### src/rtl/core/lsu_pkg.sv
// lsu_pkg: shared types and constants for the lifo stack with update unit
// holds request kinds, status codes, control states and port widths
// no dependencies
package lsu_pkg;

  // payload widths
  localparam int unsigned DATA_W     = 32;
  localparam int unsigned POS_W      = 5;
  localparam int unsigned CNT_OUT_W  = 5;
  localparam int unsigned REQ_W      = 2;
  localparam int unsigned STATUS_W   = 2;
  localparam int unsigned S_TDATA_W  = 40;
  localparam int unsigned M_TDATA_W  = 40;

  // default stack depth
  localparam int unsigned DEPTH_DEF  = 16;

  // request kinds
  typedef enum logic [REQ_W-1:0] {
    REQ_PUSH   = 2'd0,
    REQ_POP    = 2'd1,
    REQ_PEEK   = 2'd2,
    REQ_UPDATE = 2'd3
  } req_e;

  // result status codes
  typedef enum logic [STATUS_W-1:0] {
    ST_OK        = 2'd0,
    ST_FULL      = 2'd1,
    ST_EMPTY     = 2'd2,
    ST_BAD_DEPTH = 2'd3
  } status_e;

  // control states
  typedef enum logic {
    S_IDLE = 1'b0,
    S_READ = 1'b1
  } state_e;

endpackage

### src/rtl/core/lsu_ram.sv
// lsu_ram: generic single-write, single-read ram with registered read data
// no dependencies
module lsu_ram #(
  parameter int unsigned WIDTH = 32,
  parameter int unsigned DEPTH = 16
) (
  input  logic                     clk_i,
  input  logic                     we_i,
  input  logic [$clog2(DEPTH)-1:0] waddr_i,
  input  logic [WIDTH-1:0]         wdata_i,
  input  logic                     re_i,
  input  logic [$clog2(DEPTH)-1:0] raddr_i,
  output logic [WIDTH-1:0]         rdata_o
);

  logic [WIDTH-1:0] mem_q [DEPTH];
  logic [WIDTH-1:0] rdata_q;

  // write port
  always_ff @(posedge clk_i) begin
    if (we_i) begin
      mem_q[waddr_i] <= wdata_i;
    end
  end

  // registered read port
  always_ff @(posedge clk_i) begin
    if (re_i) begin
      rdata_q <= mem_q[raddr_i];
    end
  end

  assign rdata_o = rdata_q;

endmodule

### src/rtl/core/lifo_stack_with_update_unit.sv
// lifo_stack_with_update_unit: push, pop, peek and update-at-depth on a ram stack
// push, update and failed requests give a result in the cycle after transfer;
// successful pop and peek go through the ram read register, then the result register
// 1 request per cycle unless the result side stalls; none while a pop/peek reads the ram
// reset: fill count cleared to empty, control idle, output empty; ram not cleared
// depends on lsu_pkg and lsu_ram
module lifo_stack_with_update_unit
  import lsu_pkg::*;
#(
  parameter int unsigned DEPTH = DEPTH_DEF
) (
  input  logic                 clk_i,
  input  logic                 rst_ni,
  // request side
  input  logic                 s_axis_tvalid,
  output logic                 s_axis_tready,
  input  logic [S_TDATA_W-1:0] s_axis_tdata,   // [31:0] value_in, [36:32] depth_from_top
  input  logic [REQ_W-1:0]     s_axis_tuser,   // [1:0] req_type
  // result side
  output logic                 m_axis_tvalid,
  input  logic                 m_axis_tready,
  output logic [M_TDATA_W-1:0] m_axis_tdata,   // [31:0] value_out, [36:32] count_after
  output logic [STATUS_W-1:0]  m_axis_tuser    // [1:0] status
);

  localparam int unsigned AW   = $clog2(DEPTH);
  localparam int unsigned CW   = $clog2(DEPTH + 1);
  localparam int unsigned CMPW = (CW > POS_W) ? CW : POS_W;

  state_e state_q, state_d;

  logic [CW-1:0]        count_q, count_d;
  logic                 out_valid_q, out_valid_d;
  status_e              out_status_q;
  logic [DATA_W-1:0]    out_value_q;
  logic [CNT_OUT_W-1:0] out_count_q;

  logic                 in_ready;
  logic                 load_rdata;
  logic                 in_xfer;

  req_e                 req;
  logic [DATA_W-1:0]    value_in;
  logic [POS_W-1:0]     pos;
  logic [CMPW-1:0]      cnt_w;
  logic [CMPW-1:0]      pos_w;
  logic [CMPW-1:0]      cnt_after_w;

  status_e              dec_status;
  logic                 dec_wr;
  logic                 dec_rd;
  logic [CMPW-1:0]      dec_addr;
  logic [CW-1:0]        dec_count;

  logic [DATA_W-1:0]    ram_rdata;

  // field unpacking
  assign req      = req_e'(s_axis_tuser);
  assign value_in = s_axis_tdata[DATA_W-1:0];
  assign pos      = s_axis_tdata[DATA_W +: POS_W];
  assign cnt_w    = CMPW'(count_q);
  assign pos_w    = CMPW'(pos);
  assign in_xfer  = s_axis_tvalid && in_ready;

  // request decode against the current fill count
  always_comb begin
    dec_status = ST_OK;
    dec_wr     = 1'b0;
    dec_rd     = 1'b0;
    dec_addr   = cnt_w;
    dec_count  = count_q;
    case (req)
      REQ_PUSH: begin
        if (count_q == CW'(DEPTH)) begin
          dec_status = ST_FULL;
        end else begin
          dec_wr    = 1'b1;
          dec_addr  = cnt_w;
          dec_count = count_q + CW'(1);
        end
      end
      REQ_POP: begin
        if (count_q == '0) begin
          dec_status = ST_EMPTY;
        end else begin
          dec_rd    = 1'b1;
          dec_addr  = cnt_w - CMPW'(1);
          dec_count = count_q - CW'(1);
        end
      end
      REQ_PEEK: begin
        if (count_q == '0) begin
          dec_status = ST_EMPTY;
        end else begin
          dec_rd   = 1'b1;
          dec_addr = cnt_w - CMPW'(1);
        end
      end
      REQ_UPDATE: begin
        if ((pos == '0) || (pos_w > cnt_w)) begin
          dec_status = ST_BAD_DEPTH;
        end else begin
          dec_wr   = 1'b1;
          dec_addr = cnt_w - pos_w;
        end
      end
      default: begin
        dec_status = ST_BAD_DEPTH;
      end
    endcase
  end

  assign cnt_after_w = CMPW'(dec_count);

  // stack storage
  lsu_ram #(
    .WIDTH (DATA_W),
    .DEPTH (DEPTH)
  ) u_ram (
    .clk_i   (clk_i),
    .we_i    (in_xfer && dec_wr),
    .waddr_i (dec_addr[AW-1:0]),
    .wdata_i (value_in),
    .re_i    (in_xfer && dec_rd),
    .raddr_i (dec_addr[AW-1:0]),
    .rdata_o (ram_rdata)
  );

  // next state
  always_comb begin
    state_d = state_q;
    case (state_q)
      S_IDLE: begin
        if (in_xfer && dec_rd) begin
          state_d = S_READ;
        end
      end
      S_READ: begin
        state_d = S_IDLE;
      end
      default: begin
        state_d = S_IDLE;
      end
    endcase
  end

  // state outputs
  always_comb begin
    in_ready   = 1'b0;
    load_rdata = 1'b0;
    case (state_q)
      S_IDLE: begin
        in_ready = !out_valid_q || m_axis_tready;
      end
      S_READ: begin
        load_rdata = 1'b1;
      end
      default: begin
        in_ready = 1'b0;
      end
    endcase
  end

  // fill count and output valid
  always_comb begin
    count_d     = count_q;
    out_valid_d = out_valid_q;
    if (in_xfer) begin
      count_d = dec_count;
    end
    if (in_xfer && !dec_rd) begin
      out_valid_d = 1'b1;
    end else if (load_rdata) begin
      out_valid_d = 1'b1;
    end else if (m_axis_tready) begin
      out_valid_d = 1'b0;
    end
  end

  // control registers
  always_ff @(posedge clk_i or negedge rst_ni) begin
    if (!rst_ni) begin
      state_q     <= S_IDLE;
      count_q     <= '0;
      out_valid_q <= 1'b0;
    end else begin
      state_q     <= state_d;
      count_q     <= count_d;
      out_valid_q <= out_valid_d;
    end
  end

  // result payload register
  always_ff @(posedge clk_i) begin
    if (in_xfer) begin
      out_status_q <= dec_status;
      out_count_q  <= cnt_after_w[CNT_OUT_W-1:0];
      out_value_q  <= '0;
    end else if (load_rdata) begin
      out_value_q  <= ram_rdata;
    end
  end

  assign s_axis_tready = in_ready;
  assign m_axis_tvalid = out_valid_q;
  assign m_axis_tuser  = out_status_q;
  assign m_axis_tdata  = {{(M_TDATA_W - DATA_W - CNT_OUT_W){1'b0}}, out_count_q, out_value_q};

endmodule

### config.mk
export PLATFORM = sky130hd
export DESIGN_NAME = lifo_stack_with_update_unit
export DESIGN_NICKNAME = d
export VERILOG_FILES = /design/src/rtl/core/lsu_pkg.sv /design/src/rtl/core/lsu_ram.sv /design/src/rtl/core/lifo_stack_with_update_unit.sv
export SDC_FILE = /design/constraint.sdc
export NUM_CORES = 1
export LEC_CHECK = 0
export ABC_AREA = 1
export ABC_CLOCK_PERIOD_IN_PS = 10500
export BUFFER_PORTS_ARGS = -buffer_cell sky130_fd_sc_hd__buf_2
export CAP_MARGIN = 20
export CORE_UTILIZATION = 55
export CTS_BUF_LIST = sky130_fd_sc_hd__clkbuf_16
export DETAILED_ROUTE_END_ITERATION = 8
export MAX_ROUTING_LAYER = met4
export PLACE_DENSITY = 0.72
export SYNTH_ARGS = -nofsm -noshare
export SYNTH_HDL_FRONTEND = slang
export SYNTH_SLANG_ARGS = --single-unit
### constraint.sdc
create_clock -name clk_i -period 10.5 [get_ports clk_i]
set_clock_uncertainty 0.2 [all_clocks]
set_input_delay 2.1 -clock clk_i [delete_from_list [all_inputs] [get_ports clk_i]]
set_output_delay 2.1 -clock clk_i [all_outputs]
set_load 0.03 [all_outputs]
==> report_table.html, run 1 <==
<table>
<tr><th>Metric</th><th>Value</th></tr>
<tr><th colspan="2">Place</th></tr>
<tr><td>Total of buffers placed on input and output ports</td><td>a little over 80</td></tr>
<tr><td>Gp weighted congestion</td><td>0.876</td></tr>
<tr><td>Final HPWL DP</td><td>28800 µm</td></tr>
<tr><td>Placed Area</td><td>0.0262 mm²</td></tr>
<tr><td>Total placed cells including tap cells</td><td>around 3000</td></tr>
<tr><th colspan="2">Floorplan</th></tr>
<tr><td>Effective utilization at floorplan</td><td>55.7%</td></tr>
<tr><td>Standard-cell rows</td><td>78</td></tr>
<tr><td>Chip width</td><td>216 µm</td></tr>
<tr><td>Total die area</td><td>0.0468 mm²</td></tr>
<tr><td>Count of pins on the block boundary</td><td>90</td></tr>
<tr><td>Area of the core</td><td>0.0454 mm²</td></tr>
<tr><td>DIE HEIGHT</td><td>216 µm</td></tr>
<tr><th colspan="2">Synthesis</th></tr>
<tr><td>Cell area after synthesis</td><td>0.0253 mm²</td></tr>
<tr><td>Most instantiated flip-flop cell in the synthesis netlist</td><td>sky130_fd_sc_hd__edfxtp_1</td></tr>
<tr><td>Cell variety after synth</td><td>35</td></tr>
<tr><td>Part of the Yosys area used for sequential elements</td><td>between 60% and 70%</td></tr>
<tr><td>Synth top area share</td><td>65.5%</td></tr>
<tr><td>Synthesis-stage register bit count</td><td>590</td></tr>
<tr><td>Synth Instances</td><td>between 2000 and 2500</td></tr>
<tr><td>Number of warnings printed during yosys synthesis</td><td>0</td></tr>
<tr><td>Number of flops mapped to enable cells by yosys</td><td>551</td></tr>
<tr><td>Post-synthesis average cell area</td><td>10.4 µm²</td></tr>
<tr><td>Largest cells by area after synthesis</td><td>sky130_fd_sc_hd__edfxtp_1, sky130_fd_sc_hd__nand2_1, sky130_fd_sc_hd__nand3_1</td></tr>
<tr><td>Async set-or-reset flop fraction in the synthesized netlist</td><td>1.19%</td></tr>
<tr><td>Library cell occupying the most area in the post-synthesis netlist</td><td>sky130_fd_sc_hd__edfxtp_1</td></tr>
<tr><th colspan="2">Setup path</th></tr>
<tr><td>Reg2reg end</td><td>u_ram.mem_q[11][9]</td></tr>
<tr><td>Series of cell instances along the critical path</td><td>buf_2 &gt; inv_1 &gt; ha_1 &gt; nand2_1 &gt; nor2_1 &gt; nand2_1 &gt; nand3_1 &gt; nand2_1 &gt; nand2_1 &gt; nand3_1 &gt; nand4_1 &gt; nand2_4 &gt; inv_6 &gt; buf_4 &gt; nand4_1 &gt; nor2_4 &gt; buf_4</td></tr>
<tr><td>CP required</td><td>10.54 ns</td></tr>
<tr><td>Crit start category</td><td>primary input</td></tr>
<tr><td>R2r startpoint</td><td>cnt_w[0]</td></tr>
<tr><td>Crit path capture type</td><td>flip-flop</td></tr>
<tr><td>Most common cell on crit path</td><td>sky130_fd_sc_hd__nand2_1</td></tr>
<tr><td>Largest driver fanout on the critical path</td><td>78</td></tr>
<tr><td>Worst R2R Setup Slack</td><td>4.76 ns</td></tr>
<tr><td>Reg2Reg Depth</td><td>12</td></tr>
<tr><td>Critical setup path kind</td><td>in -&gt; reg</td></tr>
<tr><td>Category of cells accounting for the largest share of critical-path delay</td><td>buffers and inverters</td></tr>
<tr><td>CP peak stage delay</td><td>slightly below 0.9 ns</td></tr>
<tr><td>Critical path arrival</td><td>6.79 ns</td></tr>
<tr><td>Crit-path slowest cell</td><td>sky130_fd_sc_hd__buf_4</td></tr>
<tr><td>WP depth</td><td>17</td></tr>
<tr><td>Worst path bufs/invs</td><td>5</td></tr>
<tr><th colspan="2">Power and ir drop</th></tr>
<tr><td>Clk network pwr share</td><td>between 20% and 30%</td></tr>
<tr><td>Sequential share of power</td><td>roughly two fifths</td></tr>
<tr><td>Comb power frac</td><td>34.8%</td></tr>
<tr><td>P_int</td><td>between 4 and 5 mW</td></tr>
<tr><td>PwrDens</td><td>264 mW/mm²</td></tr>
<tr><td>Total leakage power</td><td>11.9 nW</td></tr>
<tr><td>Sw frac</td><td>37.8%</td></tr>
<tr><td>Peak supply drop</td><td>0.000242 V</td></tr>
<tr><td>Switching component of the power</td><td>2.80 mW</td></tr>
<tr><th colspan="2">Worst hold path</th></tr>
<tr><td>Worst Min Path Start</td><td>m_axis_tvalid</td></tr>
<tr><td>Endpoint of the worst hold path</td><td>m_axis_tvalid</td></tr>
<tr><td>Cell count of the worst hold path</td><td>2</td></tr>
<tr><td>Hold/Removal Path Class</td><td>reg -&gt; reg</td></tr>
<tr><th colspan="2">CTS</th></tr>
<tr><td>Post_cts resized</td><td>0</td></tr>
<tr><td>Post-CTS Setup Inserts</td><td>0</td></tr>
<tr><td>TritonCTS clock tree</td><td>yes</td></tr>
<tr><td>Hold buffers post-CTS</td><td>0</td></tr>
<tr><td>Num CTS Buffers</td><td>58</td></tr>
<tr><td>CTS sink count</td><td>590</td></tr>
<tr><td>Number of buffers on the longest clock path</td><td>3</td></tr>
<tr><td>CTS Root Cell</td><td>sky130_fd_sc_hd__clkbuf_16</td></tr>
<tr><td>Clock latency on the worst-skew pair</td><td>0.62 ns</td></tr>
<tr><td>Clk pin slew, worst setup/hold paths</td><td>0.06 ns</td></tr>
<tr><td>Number of H-tree branching levels</td><td>2</td></tr>
<tr><th colspan="2">Cells and area</th></tr>
<tr><td>Syn-to-layout area delta</td><td>10.9%</td></tr>
<tr><td>Ratio of cells with drive above 1 in the final layout</td><td>between 10% and 20%</td></tr>
<tr><td>Total area of multi-input combinational cells</td><td>0.00693 mm²</td></tr>
<tr><td>Count of non-filler cells in the finished layout</td><td>3116</td></tr>
<tr><td>Post-route design area</td><td>0.0280 mm²</td></tr>
<tr><td>Register cell area after layout</td><td>0.0174 mm²</td></tr>
<tr><td>Most frequent cells in the layout</td><td>sky130_fd_sc_hd__nand2_1, sky130_fd_sc_hd__edfxtp_1, sky130_fd_sc_hd__nand3_1</td></tr>
<tr><td>Most common library cell in the layout ignoring fill and taps</td><td>sky130_fd_sc_hd__nand2_1</td></tr>
<tr><td># nets final</td><td>2528</td></tr>
<tr><td>Number of filler cells placed in the layout</td><td>3482</td></tr>
<tr><th colspan="2">Routing</th></tr>
<tr><td>Wire length after detailed routing</td><td>58500 µm</td></tr>
<tr><td>Post-detailed-route count of antenna-violating nets</td><td>0</td></tr>
<tr><td>Overall via count from detail_route</td><td>approximately 17000</td></tr>
<tr><td>Iteration count of the initial detailed-routing pass</td><td>8</td></tr>
<tr><td>Average routed wire per standard cell</td><td>18.8 µm</td></tr>
<tr><td>Iteration-0 DRC Markers</td><td>1825</td></tr>
<tr><td>Average via count per standard cell</td><td>5.45</td></tr>
<tr><td>Number of DRC violations after detailed routing</td><td>0</td></tr>
<tr><th colspan="2">STA</th></tr>
<tr><td>Number of endpoints with negative hold slack in the final report</td><td>0</td></tr>
<tr><td>Final setup violation count</td><td>0</td></tr>
<tr><td>Sum Neg Setup Slack</td><td>0 ns</td></tr>
<tr><td>Unrepaired setup endpoints after global routing</td><td>no</td></tr>
<tr><td>Headroom to the max-slew limit</td><td>between 20% and 30%</td></tr>
<tr><td>Least-Margin Pin Slew</td><td>1.12 ns</td></tr>
<tr><td>Max-slew violations</td><td>0</td></tr>
<tr><td>Final clock period utilization by the worst path</td><td>64.3%</td></tr>
<tr><td>Minimum clock period after layout</td><td>6.75 ns</td></tr>
<tr><td>Timing-limited maximum frequency</td><td>0.148 GHz</td></tr>
<tr><th colspan="2">Global route</th></tr>
<tr><td>Global-route wire length before repair</td><td>between 80000 and 90000 µm</td></tr>
<tr><td>Maximum number of pins on one net before global-route repair</td><td>91</td></tr>
<tr><td>Number of antenna violations at the first check in global routing</td><td>2</td></tr>
<tr><td>GR Overflow Total</td><td>0</td></tr>
<tr><td>Total track usage</td><td>25.9%</td></tr>
<tr><td>Number of global-route vias before repair</td><td>16135</td></tr>
<tr><th colspan="2">Job</th></tr>
<tr><td>Max-capacitance violation count</td><td>0</td></tr>
<tr><th colspan="2">Outcome</th></tr>
<tr><td>Outcome</td><td>finished clean</td></tr>
</table>
==> cell type report <==
class                           count  area share, %
Clock inverter                     47           1.25
Clock buffer                       59           5.27
Tap cell                          600           2.68
Inverter                          125           1.69
Multi-Input combinational cell   1577           24.7
Timing Repair Buffer              116           2.37
Antenna cell                        2         0.0179
Sequential cell                   590           62.0
==> sequential cells by signal (all words and copies together), names as in the netlist <==
signal / flops
u_ram.mem_q: 512
out_value_q: 32
u_ram.rdata_o: 32
cnt_w: 5
out_count_q: 5
m_axis_tuser: 2
m_axis_tvalid: 1
state_q: 1
==> synth_stat cells, drive strengths merged, types with 2 or more instances <==
cell type  count
nand3        274
inv          124
nor2          23
xnor2          3
clkbuf        52
mux2          32
buf           85
o21ai         10
ha            13
xor2           3
dfrtp          7
nand2       1195
edfxtp       551
nand4          5
a21oi          8
dfxtp         32
o221ai         2
==> cell families (layout without fill, tap and decap cells) <==
kind of cell               count (synthesis)  count (layout)  share of synthesized area (%)
xor gates and xnor gates                   6               6                          0.208
DFF                                      590             590                           68.7
and+or+nand+nor                         1498            1498                           23.8
adders and majority gates                 14              14                          0.723
other                                      1               5                         0.0148
muxes                                     32              32                           1.43
AOI/OAI and AO/OA                         24              24                          0.540
buffers and inverters                    262             347                           4.57
==> worst max-delay path by stage <==
stage                startpoint             endpoint  slack, ns
2_1_floorplan  s_axis_tdata[34]   u_ram.mem_q[11][0]       4.75
3_3_place_gp   s_axis_tdata[34]  u_ram.mem_q[15][15]       3.31
3_5_place_dp   s_axis_tdata[34]   u_ram.mem_q[7][15]       3.22
4_1_cts        s_axis_tdata[34]    u_ram.mem_q[7][7]       3.83
5_1_grt        s_axis_tdata[34]    u_ram.mem_q[7][7]       3.46
6_report       s_axis_tdata[34]   u_ram.mem_q[11][9]       3.75
==> metal layers <==
| metal | GRT usage [%] | wire length [µm] |
|---|---|---|
| met2 | 41.3 | 28100 |
| met5 | - | 0 |
| met1 | 34.3 | 24400 |
| met4 | 9.34 | 1600 |
| met3 | 3.40 | 4490 |
==> worst register-to-register path: cells and delay by family, from the launching register on <==
family,cells,cell delay [ns]
and+or+nand+nor,5,1.55
adders and majority gates,2,0.70
buffers and inverters,5,2.39
DFF,1,0.49
==> power by group through the flow <==
stage          logic (mW)  clock network, mW  registers, mW
2_1_floorplan        1.80                  0           2.95
3_3_place_gp         2.49                  0           2.87
3_5_place_dp         2.54                  0           2.88
4_1_cts              2.56               2.01           2.83
5_1_grt              2.87               2.11           2.84
6_report             2.58               1.99           2.83
==> stage by stage <==
step	power, mW	setup WS [ns]	hold slack (ns)	utilization (%)
2_1_floorplan	4.76	4.75	0.323	-
3_3_place_gp	5.36	3.31	0.309	57.7
3_5_place_dp	5.42	3.22	0.341	57.7
4_1_cts	7.40	3.83	0.360	61.7
5_1_grt	7.82	3.46	0.375	61.7
6_report	7.40	3.75	0.355	61.7
No activity file was read; power rests on OpenSTA's default activity.
==> inputs of run 2 (changes only) <==
--- a/config.mk
+++ b/config.mk
@@ -5,8 +5,8 @@
 export SDC_FILE = /design/constraint.sdc
 export NUM_CORES = 1
 export LEC_CHECK = 0
-export ABC_AREA = 1
-export ABC_CLOCK_PERIOD_IN_PS = 10500
+export ABC_AREA = 0
+export ABC_CLOCK_PERIOD_IN_PS = 6300
 export BUFFER_PORTS_ARGS = -buffer_cell sky130_fd_sc_hd__buf_2
 export CAP_MARGIN = 20
 export CORE_UTILIZATION = 55
==> constraint.sdc (replaced) <==
create_clock -name clk_i -period 6.3 [get_ports clk_i]
set_clock_uncertainty 0.2 [all_clocks]
set_input_delay 1.26 -clock clk_i [delete_from_list [all_inputs] [get_ports clk_i]]
set_output_delay 1.26 -clock clk_i [all_outputs]
set_load 0.03 [all_outputs]
==> run 2 against run 1 <==
  * Final cell count is 32% lower
  * Critical path depth shrank 6
  * Global-route usage decreased by 1.6 points
  * Non-clock buffer count is 2 higher
  * Sequential power is 68% higher
  * First-iteration DRC count down 39%
  * Core utilization up 1.7 points
  * Largest cell class unchanged
  * Largest power group unchanged
==> report_table.html, run 2 <==
<table>
<tr><th>Metric</th><th>Value</th></tr>
<tr><th colspan="2">Outcome</th></tr>
<tr><td>Outcome</td><td>finished clean</td></tr>
<tr><th colspan="2">Worst hold path</th></tr>
<tr><td>Hold/Removal Path Class</td><td>in -&gt; async</td></tr>
<tr><th colspan="2">CTS</th></tr>
<tr><td>Clk pin slew, worst setup/hold paths</td><td>around 0.060 ns</td></tr>
<tr><td>Number of buffers on the longest clock path</td><td>3</td></tr>
<tr><td>Number of H-tree branching levels</td><td>2</td></tr>
<tr><td>Clock latency on the worst-skew pair</td><td>0.61 ns</td></tr>
<tr><td>Num CTS Buffers</td><td>57</td></tr>
<tr><td>CTS Root Cell</td><td>sky130_fd_sc_hd__clkbuf_16</td></tr>
<tr><td>Hold buffers post-CTS</td><td>0</td></tr>
<tr><td>Post_cts resized</td><td>0</td></tr>
<tr><td>TritonCTS clock tree</td><td>yes</td></tr>
<tr><td>Post-CTS Setup Inserts</td><td>0</td></tr>
<tr><td>CTS sink count</td><td>590</td></tr>
<tr><th colspan="2">Global route</th></tr>
<tr><td>GR Overflow Total</td><td>0</td></tr>
<tr><td>Number of global-route vias before repair</td><td>12708</td></tr>
<tr><td>Maximum number of pins on one net before global-route repair</td><td>between 150 and 200</td></tr>
<tr><td>Number of antenna violations at the first check in global routing</td><td>3</td></tr>
<tr><td>Total track usage</td><td>24.3%</td></tr>
<tr><td>Global-route wire length before repair</td><td>~76000 µm</td></tr>
<tr><th colspan="2">STA</th></tr>
<tr><td>Final clock period utilization by the worst path</td><td>between 70% and 80%</td></tr>
<tr><td>Worst-case hold slack</td><td>0.273 ns</td></tr>
<tr><td>Headroom to the max-slew limit</td><td>26.4%</td></tr>
<tr><td>Minimum clock period after layout</td><td>4.92 ns</td></tr>
<tr><td>Unrepaired setup endpoints after global routing</td><td>no</td></tr>
<tr><td>Max-slew violations</td><td>0</td></tr>
<tr><td>Least-Margin Pin Slew</td><td>roughly 1.1 ns</td></tr>
<tr><td>Timing-limited maximum frequency</td><td>just over 0.2 GHz</td></tr>
<tr><td>Sum Neg Setup Slack</td><td>0 ns</td></tr>
<tr><td>Final setup violation count</td><td>0</td></tr>
<tr><td>Number of endpoints with negative hold slack in the final report</td><td>0</td></tr>
<tr><th colspan="2">Floorplan</th></tr>
<tr><td>Standard-cell rows</td><td>74</td></tr>
<tr><td>Count of pins on the block boundary</td><td>90</td></tr>
<tr><td>Effective utilization at floorplan</td><td>approximately 56%</td></tr>
<tr><td>DIE HEIGHT</td><td>207 µm</td></tr>
<tr><td>Total die area</td><td>0.0430 mm²</td></tr>
<tr><td>Area of the core</td><td>0.0412 mm²</td></tr>
<tr><td>Chip width</td><td>between 200 and 250 µm</td></tr>
<tr><th colspan="2">Routing</th></tr>
<tr><td>Average via count per standard cell</td><td>6.08</td></tr>
<tr><td>Number of DRC violations after detailed routing</td><td>0</td></tr>
<tr><td>Post-detailed-route count of antenna-violating nets</td><td>0</td></tr>
<tr><td>Iteration count of the initial detailed-routing pass</td><td>5</td></tr>
<tr><td>Overall via count from detail_route</td><td>12879</td></tr>
<tr><td>Wire length after detailed routing</td><td>50200 µm</td></tr>
<tr><td>Average routed wire per standard cell</td><td>23.7 µm</td></tr>
<tr><td>Iteration-0 DRC Markers</td><td>between 1000 and 1500</td></tr>
<tr><th colspan="2">Synthesis</th></tr>
<tr><td>Cell area after synthesis</td><td>roughly 0.023 mm²</td></tr>
<tr><td>Async set-or-reset flop fraction in the synthesized netlist</td><td>1.19%</td></tr>
<tr><td>Most instantiated flip-flop cell in the synthesis netlist</td><td>sky130_fd_sc_hd__edfxtp_1</td></tr>
<tr><td>Most instantiated library cell after synthesis</td><td>sky130_fd_sc_hd__edfxtp_1</td></tr>
<tr><td>Synth Instances</td><td>1451</td></tr>
<tr><td>Library cell occupying the most area in the post-synthesis netlist</td><td>sky130_fd_sc_hd__edfxtp_1</td></tr>
<tr><td>Number of warnings printed during yosys synthesis</td><td>0</td></tr>
<tr><td>Largest cells by area after synthesis</td><td>sky130_fd_sc_hd__edfxtp_1, sky130_fd_sc_hd__mux2i_1, sky130_fd_sc_hd__dfxtp_1</td></tr>
<tr><td>Synthesis-stage register bit count</td><td>590</td></tr>
<tr><td>Cell variety after synth</td><td>between 50 and 60</td></tr>
<tr><td>Synth top area share</td><td>71.3%</td></tr>
<tr><td>Part of the Yosys area used for sequential elements</td><td>~75%</td></tr>
<tr><td>Post-synthesis average cell area</td><td>16.0 µm²</td></tr>
<tr><td>Number of flops mapped to enable cells by yosys</td><td>551</td></tr>
<tr><td>Ranking of synthesized cells by instance count</td><td>sky130_fd_sc_hd__edfxtp_1, sky130_fd_sc_hd__mux2i_1, sky130_fd_sc_hd__nand2_1</td></tr>
<tr><th colspan="2">Setup path</th></tr>
<tr><td>Critical setup path kind</td><td>in -&gt; reg</td></tr>
<tr><td>Critical path arrival</td><td>4.99 ns</td></tr>
<tr><td>Crit start category</td><td>primary input</td></tr>
<tr><td>Largest driver fanout on the critical path</td><td>18</td></tr>
<tr><td>Crit path capture type</td><td>flip-flop</td></tr>
<tr><td>Worst R2R Setup Slack</td><td>1.49 ns</td></tr>
<tr><td>CP required</td><td>6.37 ns</td></tr>
<tr><td>Reg2Reg Depth</td><td>10</td></tr>
<tr><th colspan="2">Place</th></tr>
<tr><td>Total of buffers placed on input and output ports</td><td>83</td></tr>
<tr><td>Final HPWL DP</td><td>approximately 26000 µm</td></tr>
<tr><td>Gp weighted congestion</td><td>~0.82</td></tr>
<tr><th colspan="2">Power and ir drop</th></tr>
<tr><td>Total leakage power</td><td>9.18 nW</td></tr>
<tr><td>PwrDens</td><td>447 mW/mm²</td></tr>
<tr><td>Peak supply drop</td><td>0.000608 V</td></tr>
<tr><th colspan="2">Cells and area</th></tr>
<tr><td>Flip-flop count of the largest register after layout</td><td>512</td></tr>
<tr><td>Syn-to-layout area delta</td><td>12.6%</td></tr>
<tr><td># nets final</td><td>approximately 1600</td></tr>
<tr><td>Ratio of cells with drive above 1 in the final layout</td><td>14.6%</td></tr>
<tr><td>Number of filler cells placed in the layout</td><td>2891</td></tr>
<tr><td>Most frequent cells in the layout</td><td>sky130_fd_sc_hd__edfxtp_1, sky130_fd_sc_hd__mux2i_1, sky130_fd_sc_hd__nand2_1</td></tr>
<tr><td>Register ranked first by flip-flop count</td><td>u_ram.mem_q</td></tr>
<tr><td>Total area of multi-input combinational cells</td><td>between 0.005 and 0.006 mm²</td></tr>
<tr><td>Register cell area after layout</td><td>0.0174 mm²</td></tr>
<tr><td>Most common library cell in the layout ignoring fill and taps</td><td>sky130_fd_sc_hd__edfxtp_1</td></tr>
<tr><th colspan="2">Job</th></tr>
<tr><td>Max-capacitance violation count</td><td>0</td></tr>
</table>
run 2: cell count changes in the layout (fill, tap and decap cells not counted), moves of 64 or more:
cell and delta:
sky130_fd_sc_hd__nand2_1 -1040, sky130_fd_sc_hd__nand3_1 -264, sky130_fd_sc_hd__mux2i_1 +162, sky130_fd_sc_hd__inv_1 -108, sky130_fd_sc_hd__a211oi_1 +64
run 2: per-stage QoR:
| stage | std cells | util (%) | worst slack [ns] | area (µm²) | power, mW |
|---|---|---|---|---|---|
| 2_1_floorplan | 1453 | - | 0.828 | 23200 | 7.62 |
| 3_3_place_gp | 2009 | 59.1 | 0.833 | 24400 | 8.51 |
| 3_5_place_dp | 2009 | 59.1 | 0.797 | 24400 | 8.58 |
| 4_1_cts | 2113 | 63.4 | 1.43 | 26100 | 11.7 |
| 5_1_grt | 2116 | 63.4 | 1.17 | 26100 | 12.2 |
| 6_report | 2117 | 63.4 | 1.38 | 26100 | 11.7 |
run 2: power by group:
part | internal [mW] | switching [mW] | leakage [nW]
Clock | 1.78 | 1.41 | 0.903
Combinational | 1.41 | 2.33 | 2.96
Sequential | 4.62 | 0.129 | 5.32
Total | 7.81 | 3.87 | 9.18
run 2: logic make-up (layout without fill, tap and decap cells):
group	count (synthesis)	count (layout)	share of synthesized area, %
buffers and inverters	109	237	2.26
and+or+nand+nor	306	306	6.00
DFF	590	590	74.9
muxes	162	162	6.99
other	1	7	0.0162
xor gates and xnor gates	4	4	0.151
adders and majority gates	14	14	0.788
AOI/OAI and AO/OA	265	265	8.93
run 2: worst paths after layout:
check	start	to
setup / recovery	s_axis_tdata[34]	u_ram.mem_q[9][17]
hold / removal	rst_ni	cnt_w[2]
setup reg to reg	cnt_w[3]	u_ram.mem_q[9][17]
hold reg to reg	u_ram.rdata_o[7]	out_value_q[7]
max in group asynchronous	rst_ni	state_q
min in group clk_i	u_ram.rdata_o[7]	out_value_q[7]
run 2: layout make-up:
| type | instances | area share (%) |
|---|---|---|
| antenna | 4 | 0.0383 |
| clock buffer | 58 | 5.56 |
| clock inverter | 46 | 1.13 |
| inverter | 15 | 0.216 |
| multi-input combinational | 754 | 21.0 |
| sequential | 590 | 66.5 |
| tap | 532 | 2.55 |
| timing repair buffer | 118 | 3.03 |
run 2: per-layer routing:
metal	wire [µm]	global-route usage, %
met3	3190	4.04
met5	0	-
met4	1470	8.78
met1	21100	31.7
met2	24400	38.9
run 2: worst max-delay path: stages:
cell                       delay, ns
sky130_fd_sc_hd__buf_2          0.11
sky130_fd_sc_hd__inv_1          0.04
sky130_fd_sc_hd__ha_1           0.33
sky130_fd_sc_hd__and3_1         0.21
sky130_fd_sc_hd__and3_1         0.19
sky130_fd_sc_hd__a21oi_1        0.27
sky130_fd_sc_hd__nor3_1         0.17
sky130_fd_sc_hd__a221oi_1       0.77
sky130_fd_sc_hd__nand2_1        0.47
sky130_fd_sc_hd__nor2_4         0.72
sky130_fd_sc_hd__buf_4          0.41
